==> src/rtl/core/spt_pkg.sv <==
// ----------------------------------------------------------------------------
// spt_pkg
// Shared sizes, codes and record types of the service provider table.
// ----------------------------------------------------------------------------
package spt_pkg;

  // Table and batch sizes
  localparam int unsigned SERVICES  = 64;
  localparam int unsigned KERNELS   = 4;
  localparam int unsigned MODULES   = 32;
  localparam int unsigned MAX_BATCH = 16;

  // Derived widths
  localparam int unsigned SID_W  = (SERVICES > 1) ? $clog2(SERVICES) : 1;
  localparam int unsigned KER_W  = (KERNELS > 1) ? $clog2(KERNELS) : 1;
  localparam int unsigned MOD_W  = (MODULES > 1) ? $clog2(MODULES) : 1;
  localparam int unsigned BIDX_W = (MAX_BATCH > 1) ? $clog2(MAX_BATCH) : 1;
  localparam int unsigned CNT_W  = $clog2(MAX_BATCH + 1);
  localparam int unsigned ENT_W  = KER_W + MOD_W;

  typedef enum logic [1:0] {
    CMD_REG    = 2'd0,
    CMD_UNREG  = 2'd1,
    CMD_LOOKUP = 2'd2,
    CMD_NONE   = 2'd3
  } cmd_e;

  typedef enum logic [2:0] {
    ST_OK          = 3'd0,
    ST_KERNEL_BAD  = 3'd1,
    ST_MODULE_BAD  = 3'd2,
    ST_ID_BAD      = 3'd3,
    ST_TAKEN       = 3'd4,
    ST_NOT_OWNER   = 3'd5,
    ST_TOO_LONG    = 3'd6
  } status_e;

  // One accepted item, as held for evaluation
  typedef struct packed {
    cmd_e       cmd;
    logic [7:0] sid;
    logic [7:0] kid;
    logic [7:0] mid;
    logic       no_ids;
  } item_t;

  // One table entry as read back
  typedef struct packed {
    logic             present;
    logic [KER_W-1:0] kernel;
    logic [MOD_W-1:0] module_id;
  } entry_t;

  // Open batch bookkeeping
  typedef struct packed {
    logic             active;
    logic [CNT_W-1:0] count;
    status_e          err;
    logic [KER_W-1:0] kernel;
    logic [MOD_W-1:0] module_id;
  } batch_t;

  // Check unit verdict
  typedef struct packed {
    batch_t  next;
    logic    store;
    status_e look_status;
  } chk_res_t;

endpackage

==> src/rtl/core/spt_ram.sv <==
// ----------------------------------------------------------------------------
// spt_ram
// Generic single-port RAM, one address a cycle, registered read-before-write.
// ----------------------------------------------------------------------------
module spt_ram #(
  parameter int unsigned WIDTH = 8,
  parameter int unsigned DEPTH = 64,
  localparam int unsigned AW = (DEPTH > 1) ? $clog2(DEPTH) : 1
) (
  input  logic             clk_i,
  input  logic             we_i,
  input  logic [AW-1:0]    addr_i,
  input  logic [WIDTH-1:0] wdata_i,
  output logic [WIDTH-1:0] rdata_o
);

  logic [WIDTH-1:0] mem_q [DEPTH];
  logic [WIDTH-1:0] rdata_q;

  // Write or read the addressed word
  always_ff @(posedge clk_i) begin
    if (we_i) begin
      mem_q[addr_i] <= wdata_i;
    end
    rdata_q <= mem_q[addr_i];
  end

  assign rdata_o = rdata_q;

endmodule

==> src/rtl/core/spt_check.sv <==
// ----------------------------------------------------------------------------
// spt_check
// Check unit: opens a batch, runs provider range checks and the per-id
// check of one item against its table entry, and advances the batch record.
// ----------------------------------------------------------------------------
module spt_check (
  input  spt_pkg::item_t    item_i,
  input  spt_pkg::entry_t   entry_i,
  input  spt_pkg::batch_t   batch_i,
  output spt_pkg::chk_res_t res_o
);
  import spt_pkg::*;

  logic   sid_ok;
  logic   kid_ok;
  logic   mid_ok;
  logic   owner;
  batch_t nxt;
  logic   store;

  // Range compares against the table sizes
  assign sid_ok = {1'b0, item_i.sid} < 9'(SERVICES);
  assign kid_ok = {1'b0, item_i.kid} < 9'(KERNELS);
  assign mid_ok = {1'b0, item_i.mid} < 9'(MODULES);

  always_comb begin
    nxt   = batch_i;
    store = 1'b0;

    // Open a batch: take the provider and check its range
    if (!batch_i.active) begin
      nxt.active    = 1'b1;
      nxt.count     = '0;
      nxt.kernel    = item_i.kid[KER_W-1:0];
      nxt.module_id = item_i.mid[MOD_W-1:0];
      if (!kid_ok) begin
        nxt.err = ST_KERNEL_BAD;
      end else if (!mid_ok) begin
        nxt.err = ST_MODULE_BAD;
      end else begin
        nxt.err = ST_OK;
      end
    end

    owner = entry_i.present && (entry_i.kernel == nxt.kernel) &&
            (entry_i.module_id == nxt.module_id);

    // Per-id check, first failure wins, overflow overrides
    if (!item_i.no_ids) begin
      if (nxt.count >= CNT_W'(MAX_BATCH)) begin
        nxt.err = ST_TOO_LONG;
      end else if (nxt.err == ST_OK) begin
        if (!sid_ok) begin
          nxt.err = ST_ID_BAD;
        end else if (item_i.cmd == CMD_REG) begin
          if (entry_i.present) begin
            nxt.err = ST_TAKEN;
          end
        end else if (!owner) begin
          nxt.err = ST_NOT_OWNER;
        end
        if (nxt.err == ST_OK) begin
          store     = 1'b1;
          nxt.count = nxt.count + CNT_W'(1);
        end
      end
    end

    res_o.next        = nxt;
    res_o.store       = store;
    res_o.look_status = sid_ok ? ST_OK : ST_ID_BAD;
  end

endmodule

==> src/rtl/core/service_provider_table.sv <==
// ----------------------------------------------------------------------------
// service_provider_table
// Maps service numbers to providers; batched register and unregister with
// all-or-nothing commit, and single-entry lookup.
// ----------------------------------------------------------------------------
//  channel | direction | handshake              | beat contents
//  in      | input     | in_valid_i / in_stall_o  | command, ids, last, no_ids
//  out     | output    | out_valid_o / out_stall_i | status, provider fields
//
//  A lookup or a batch item is accepted with the table read, then evaluated
//  in the shared check unit. A clean last item with buffered ids then walks
//  the buffer through the table RAM port to commit, and loads the result.
//  Reset clears the per-entry present flags at once; no clearing pass.
//  A result waits in the output register; while it is stalled a pending
//  result holds the sequencer and the input stalls.
// ----------------------------------------------------------------------------
module service_provider_table (
  input  logic       clk_i,
  input  logic       rst_ni,
  input  logic       in_valid_i,
  output logic       in_stall_o,
  input  logic [1:0] in_command_i,
  input  logic [7:0] in_service_id_i,
  input  logic [7:0] in_kernel_id_i,
  input  logic [7:0] in_module_id_i,
  input  logic       in_last_i,
  input  logic       in_no_ids_i,
  output logic       out_valid_o,
  input  logic       out_stall_i,
  output logic [2:0] out_status_o,
  output logic       out_provider_present_o,
  output logic [7:0] out_provider_kernel_o,
  output logic [7:0] out_provider_module_o
);
  import spt_pkg::*;

  typedef enum logic [3:0] {
    S_IDLE   = 4'b0001,
    S_EVAL   = 4'b0010,
    S_COMMIT = 4'b0100,
    S_DONE   = 4'b1000
  } state_e;

  typedef struct packed {
    status_e    status;
    logic       present;
    logic [7:0] kernel;
    logic [7:0] module_id;
  } res_t;

  state_e              state_q, state_d;
  batch_t              batch_q, batch_d;
  logic [BIDX_W-1:0]   cidx_q, cidx_d;
  logic [SERVICES-1:0] present_q;
  logic                out_valid_q, out_valid_d;

  item_t               item_q;
  logic                last_q;
  logic                present_rd_q;
  res_t                res_q, out_q;
  logic [SID_W-1:0]    batch_ids_q [MAX_BATCH];

  logic                in_acc;
  logic                in_sid_ok;
  logic                out_free;
  logic                out_load;
  logic                out_from_eval;
  logic                res_save;
  logic                commit_we;
  logic                commit_last;
  logic [SID_W-1:0]    commit_sid;
  logic [SID_W-1:0]    ram_addr;
  logic [ENT_W-1:0]    ram_rdata;
  entry_t              entry;
  chk_res_t            chk;
  res_t                res_d;

  // Input beat handshake
  assign in_stall_o = (state_q != S_IDLE);
  assign in_acc     = in_valid_i && (state_q == S_IDLE);
  assign in_sid_ok  = {1'b0, in_service_id_i} < 9'(SERVICES);

  // Table RAM: read on accept, write during commit
  assign commit_sid = batch_ids_q[cidx_q];
  assign commit_we  = (state_q == S_COMMIT);
  assign ram_addr   = commit_we ? commit_sid : in_service_id_i[SID_W-1:0];

  spt_ram #(
    .WIDTH (ENT_W),
    .DEPTH (SERVICES)
  ) u_table (
    .clk_i   (clk_i),
    .we_i    (commit_we),
    .addr_i  (ram_addr),
    .wdata_i ({batch_q.kernel, batch_q.module_id}),
    .rdata_o (ram_rdata)
  );

  assign entry.present   = present_rd_q;
  assign entry.kernel    = ram_rdata[ENT_W-1:MOD_W];
  assign entry.module_id = ram_rdata[MOD_W-1:0];

  spt_check u_check (
    .item_i  (item_q),
    .entry_i (entry),
    .batch_i (batch_q),
    .res_o   (chk)
  );

  // Form the result of the item under evaluation
  always_comb begin
    res_d = '0;
    if (item_q.cmd == CMD_LOOKUP) begin
      res_d.status  = chk.look_status;
      res_d.present = entry.present;
      if (entry.present) begin
        res_d.kernel    = 8'(entry.kernel);
        res_d.module_id = 8'(entry.module_id);
      end
    end else begin
      res_d.status = chk.next.err;
    end
  end

  assign out_free    = !out_valid_q || !out_stall_i;
  assign commit_last = (CNT_W'(cidx_q) + CNT_W'(1)) == batch_q.count;

  // Sequencer
  always_comb begin
    state_d       = state_q;
    batch_d       = batch_q;
    cidx_d        = cidx_q;
    out_load      = 1'b0;
    out_from_eval = 1'b0;
    res_save      = 1'b0;
    case (state_q)
      S_IDLE: begin
        if (in_acc && (cmd_e'(in_command_i) != CMD_NONE)) begin
          state_d = S_EVAL;
        end
      end
      S_EVAL: begin
        if (item_q.cmd == CMD_LOOKUP) begin
          if (out_free) begin
            out_load      = 1'b1;
            out_from_eval = 1'b1;
            state_d       = S_IDLE;
          end else begin
            res_save = 1'b1;
            state_d  = S_DONE;
          end
        end else if (!last_q) begin
          batch_d = chk.next;
          state_d = S_IDLE;
        end else if ((chk.next.err == ST_OK) && (chk.next.count != '0)) begin
          batch_d  = chk.next;
          cidx_d   = '0;
          res_save = 1'b1;
          state_d  = S_COMMIT;
        end else if (out_free) begin
          batch_d       = '0;
          out_load      = 1'b1;
          out_from_eval = 1'b1;
          state_d       = S_IDLE;
        end else begin
          batch_d  = chk.next;
          res_save = 1'b1;
          state_d  = S_DONE;
        end
      end
      S_COMMIT: begin
        cidx_d = cidx_q + BIDX_W'(1);
        if (commit_last) begin
          state_d = S_DONE;
        end
      end
      S_DONE: begin
        if (out_free) begin
          out_load = 1'b1;
          state_d  = S_IDLE;
          if (item_q.cmd != CMD_LOOKUP) begin
            batch_d = '0;
          end
        end
      end
      default: begin
        state_d = S_IDLE;
      end
    endcase
  end

  // Output beat valid
  always_comb begin
    if (out_load) begin
      out_valid_d = 1'b1;
    end else if (!out_stall_i) begin
      out_valid_d = 1'b0;
    end else begin
      out_valid_d = out_valid_q;
    end
  end

  // Control state
  always_ff @(posedge clk_i or negedge rst_ni) begin
    if (!rst_ni) begin
      state_q     <= S_IDLE;
      batch_q     <= '0;
      cidx_q      <= '0;
      present_q   <= '0;
      out_valid_q <= 1'b0;
    end else begin
      state_q     <= state_d;
      batch_q     <= batch_d;
      cidx_q      <= cidx_d;
      out_valid_q <= out_valid_d;
      if (commit_we) begin
        present_q[commit_sid] <= (item_q.cmd == CMD_REG);
      end
    end
  end

  // Payload: held item, read-back flag, buffered ids and results
  always_ff @(posedge clk_i) begin
    if (in_acc) begin
      item_q.cmd    <= cmd_e'(in_command_i);
      item_q.sid    <= in_service_id_i;
      item_q.kid    <= in_kernel_id_i;
      item_q.mid    <= in_module_id_i;
      item_q.no_ids <= in_no_ids_i;
      last_q        <= in_last_i;
      present_rd_q  <= in_sid_ok ? present_q[in_service_id_i[SID_W-1:0]] : 1'b0;
    end
    if ((state_q == S_EVAL) && (item_q.cmd != CMD_LOOKUP) && chk.store) begin
      batch_ids_q[batch_q.active ? batch_q.count[BIDX_W-1:0] : '0] <=
        item_q.sid[SID_W-1:0];
    end
    if (res_save) begin
      res_q <= res_d;
    end
    if (out_load) begin
      out_q <= out_from_eval ? res_d : res_q;
    end
  end

  assign out_valid_o            = out_valid_q;
  assign out_status_o           = out_q.status;
  assign out_provider_present_o = out_q.present;
  assign out_provider_kernel_o  = out_q.kernel;
  assign out_provider_module_o  = out_q.module_id;

  // Commit only runs on a clean batch
  a_commit_clean: assert property (@(posedge clk_i) disable iff (!rst_ni)
    (state_q == S_COMMIT) |-> (batch_q.err == ST_OK))
    else $error("commit on a failed batch");

  // Buffered count stays within the buffer
  a_count_bound: assert property (@(posedge clk_i) disable iff (!rst_ni)
    batch_q.count <= CNT_W'(MAX_BATCH))
    else $error("batch count beyond buffer");

  // A result is loaded only into a free output slot
  a_no_overwrite: assert property (@(posedge clk_i) disable iff (!rst_ni)
    out_load |-> out_free)
    else $error("pending result overwritten");

  // An accepted lookup is evaluated in the next cycle
  a_lookup_eval: assert property (@(posedge clk_i) disable iff (!rst_ni)
    (in_acc && (cmd_e'(in_command_i) == CMD_LOOKUP)) |=> (state_q == S_EVAL))
    else $error("lookup not evaluated");

endmodule

==> config.mk <==
export PLATFORM = sky130hd
export DESIGN_NAME = service_provider_table
export DESIGN_NICKNAME = d
export VERILOG_FILES = /design/src/rtl/core/spt_pkg.sv /design/src/rtl/core/spt_ram.sv /design/src/rtl/core/spt_check.sv /design/src/rtl/core/service_provider_table.sv
export SDC_FILE = /design/constraint.sdc
export NUM_CORES = 1
export LEC_CHECK = 0
export BUFFER_PORTS_ARGS = -buffer_cell sky130_fd_sc_hd__buf_2
export CORE_ASPECT_RATIO = 0.9
export CORE_MARGIN = 1
export CORE_UTILIZATION = 25
export CTS_BUF_LIST = sky130_fd_sc_hd__clkbuf_2 sky130_fd_sc_hd__clkbuf_4 sky130_fd_sc_hd__clkbuf_8
export DETAILED_ROUTE_END_ITERATION = 7
export GPL_ROUTABILITY_DRIVEN = 1
export PLACE_DENSITY = 0.42
export REMOVE_ABC_BUFFERS = 1
export SLEW_MARGIN = 20
export SYNTH_ARGS = -nofsm -noshare
export SYNTH_HDL_FRONTEND = slang
export SYNTH_SLANG_ARGS = --single-unit
==> constraint.sdc <==
create_clock -name clk_i -period 9 [get_ports clk_i]
set_input_delay 0 -clock clk_i [delete_from_list [all_inputs] [get_ports clk_i]]
set_output_delay 0 -clock clk_i [all_outputs]
set_load 0.005 [all_outputs]
==> reports/qor.yml <==
status:
  status: "finished clean"
synthesis:
  synth_top_area_cell: "edfxtp_1"
  yosysWarnings: 0
  yosysSeqAreaShare_pct: 67.92
  synthCells: 2075
  ys_ff_latch: 691
  ys.flop_type: "edfxtp_1"
  synth_area_leaders: "edfxtp_1 (60%), dfrtp_1 (7.4%), a22oi_1 (3.2%)"
  synth-edff-count: 595
  ys_types: 83
  synth_top_area_share_pct: 59.97
  synth-async-reset-ratio_pct: 12.88
  syn_area_um2: 29790
  synth.avg_cell_area_um2: 14.36
worst_setup_path:
  cp_data_required_time_ns: 9.67
  cpPeakStageDelay_ns: 1.06
  path_common_cell: "nor2_1"
  worst_setup_path_end_kind: "register"
  path_max_fanout: 21
  worst_setup_path_start_kind: "register"
  path_cells: "mux4_2, mux2i_1, mux2i_4, buf_4, nor2_1, nand2_1, nor2_1, mux2_2"
  crit_arrival_ns: 6.18
  critPathKind: "register to register"
  cpMaxStageDelayCell: "nor2_1"
placed_design:
  finalWeightedCongestion: 0.8413
  placed_cell_area_um2: 32110
  hpwlAfterDp_mm: 71.09
  io_buffers: 44
sta:
  relSlewSlack_pct: 20.26
  worst_pin_slew_ns: 1.192
  hold_ws_ns: 0.09302
  rsz0062_at_grt: "false"
  drv_slew: 0
  fin_skew_ns: 0.05934
  hold_viol_final: 0
  fmax_mhz: 181.2
  setup_tns_ns: 0
  finalCriticalPeriod_ns: 5.518
  setup_viol: 0
  period_share_pct: 61.31
cts:
  cts.clk_slew.worst_paths_ns: 0.06
  cts-htree-levels: 3
  insertion_delay_ns: 0.82
  clockBufferDepth: 3
  cts_root_buffer: "clkbuf_8"
  cts-resized-gates: 0
  cts_tree: "yes"
  cts.sinks: 691
  cts_buffers: 118
die:
  dieArea_um2: 120600
  rows: 119
  die_w_um: 365.9
  coreArea_um2: 117600
  initial_utilization_pct: 25.33
  die_h_um: 329.5
  num_io_pins: 54
grt:
  antenna_found_initial: 11
  gr-total-overflow: 0
  first_global_vias: 21030
  grt_max_degree: 67
  grt_usage_pct: 18.95
  grt_pass1_wl_mm: 163.0
detailed_routing:
  wl_mm: 117.3
  wl_per_cell_um: 29.97
  drc: 0
  antenna_left: 0
  vias: 21320
  drt_iter0_markers: 3317
  avgViaCountPerCell: 5.447
  drt-pass1-iter-count: 8
finish:
  multiInputGateArea_um2: 9079
  regArea_um2: 20240
  areaGrowthSynthToFinish_pct: 18.05
  design_area_um2: 35170
  drive_gt1_share_pct: 20.05
  fin_nets: 2268
  n_fill_cell: 11840
power_and_ir_drop:
  p_leak_uw: 0.01157
  p_per_area_nw_per_um2: 216.9
  peakVddDrop_mv: 0.1123
flow_run:
  drv_cap: 0
min_path:
  min_path_type: "input pin to register"
-- synth_stat cells (all sizes together) (13+ instances only) --
cell and instances:
mux2i 62, mux4 39, and3 24, nor3 32
edfxtp 595, nand2 164, a221o 19, buf 53
nor2b 15, dfrtp 88, a31oi 37, o21ai 58
a22o 43, a22oi 129, clkbuf 93, nand3 39
a21oi 58, a222oi 49, nor2 142, mux2 56
nand4 13, a221oi 60, o31ai 20
-- registers in the layout (all words and copies together) (netlist names), 2 cells and up --
register / count
u_table.mem_q: 448
batch_ids_q: 96
present_q: 64
item_q: 27
batch_q: 16
res_q: 11
u_table.rdata_o: 7
out_provider_module_o: 5
cidx_q: 4
state_q: 4
out_status_o: 3
out_provider_kernel_o: 2
-- worst max-delay path: cells and delay by family, from the launching register on --
| kind | cells | cell delay [ns] |
|---|---|---|
| buf+inv | 1 | 0.31 |
| flops | 1 | 0.95 |
| mux | 4 | 1.29 |
| simple gates | 3 | 2.82 |
-- logic make-up (layout without fill, tap and decap cells) --
| group | after synthesis | after routing | synth area share, % |
|---|---|---|---|
| AND/OR/NAND/NOR | 492 | 492 | 7.731 |
| flip-flops | 691 | 691 | 67.92 |
| other | 1 | 15 | 0.01259 |
| XOR/XNOR | 13 | 13 | 0.3822 |
| multiplexers | 157 | 157 | 7.202 |
| AO/OA/AOI/OAI | 561 | 561 | 14.36 |
| adder cells (fa/ha/maj) | 5 | 5 | 0.2100 |
| buffers and inverters | 155 | 406 | 2.180 |
-- area by class of cell --
class,instances,area share [%]
Tap cell,1573,5.596
Clock buffer,159,5.600
Inverter,9,0.09605
Timing Repair Buffer,174,3.842
Clock inverter,64,1.448
Sequential cell,691,57.56
Antenna cell,6,0.04269
Multi-Input combinational cell,1237,25.81
-- worst paths after layout --
| check | from | endpoint | slack (ns) | cells after the start |
|---|---|---|---|---|
| worst min-delay path | in_valid_i | state_q[1] | 0.09 | 4 |
| min in group asynchronous | rst_ni | state_q[0] | 0.36 | 3 |
| worst max-delay path | cidx_q[3] | present_q[17] | 3.48 | 8 |
| max in group asynchronous | rst_ni | present_q[7] | 7.92 | 4 |
| worst max register to register | cidx_q[3] | present_q[17] | 3.48 | 8 |
| worst min register to register | present_q[45] | present_q[45] | 0.48 | 2 |
-- metrics by stage --
stage | power (uW) | setup slack [ns] | cells | util [%]
6_report | 7629 | 3.482 | 3913 | 29.90
5_1_grt | 7867 | 3.420 | 3908 | 29.89
4_1_cts | 7683 | 3.601 | 3907 | 29.88
3_5_place_dp | 4649 | 3.620 | 3630 | 27.30
3_3_place_gp | 4636 | 3.693 | 3630 | 27.28
2_1_floorplan | 4239 | 3.189 | 1937 | -
-- layout by cell type, fill, tap and decap left out, drive strengths merged, types with 56 or more instances in the layout --
| cell | n |
|---|---|
| o21ai | 58 |
| a221oi | 60 |
| clkbuf | 159 |
| dfrtp | 88 |
| nand2 | 164 |
| nor2 | 142 |
| mux2 | 56 |
| a21oi | 58 |
| a22oi | 129 |
| edfxtp | 595 |
| buf | 121 |
| mux2i | 62 |
-- power breakdown --
group | switching [uW] | internal [uW]
combinational | 567 | 196
clock | 1370 | 1650
sequential | 80.5 | 3760
total | 2020 | 5610
-- timing repair --
action / CTS / global route
buffers inserted: 0 / 0
endpoints found under the hold margin: 135 / 0
hold buffers: 54 / 0
-- routing by layer --
layer | part of all wire [%] | wire [um] | up-vias | GRT usage [%]
met2 | 44 | 51860 | 1338 | 29.10
met4 | 3.4 | 3971 | 8 | 7.067
met3 | 9.7 | 11320 | 261 | 4.571
met5 | 0.039 | 46 | - | 0
li1 | - | - | 8772 | -
met1 | 43 | 50070 | 10940 | 25.88
(Power assumes the default switching activity.)
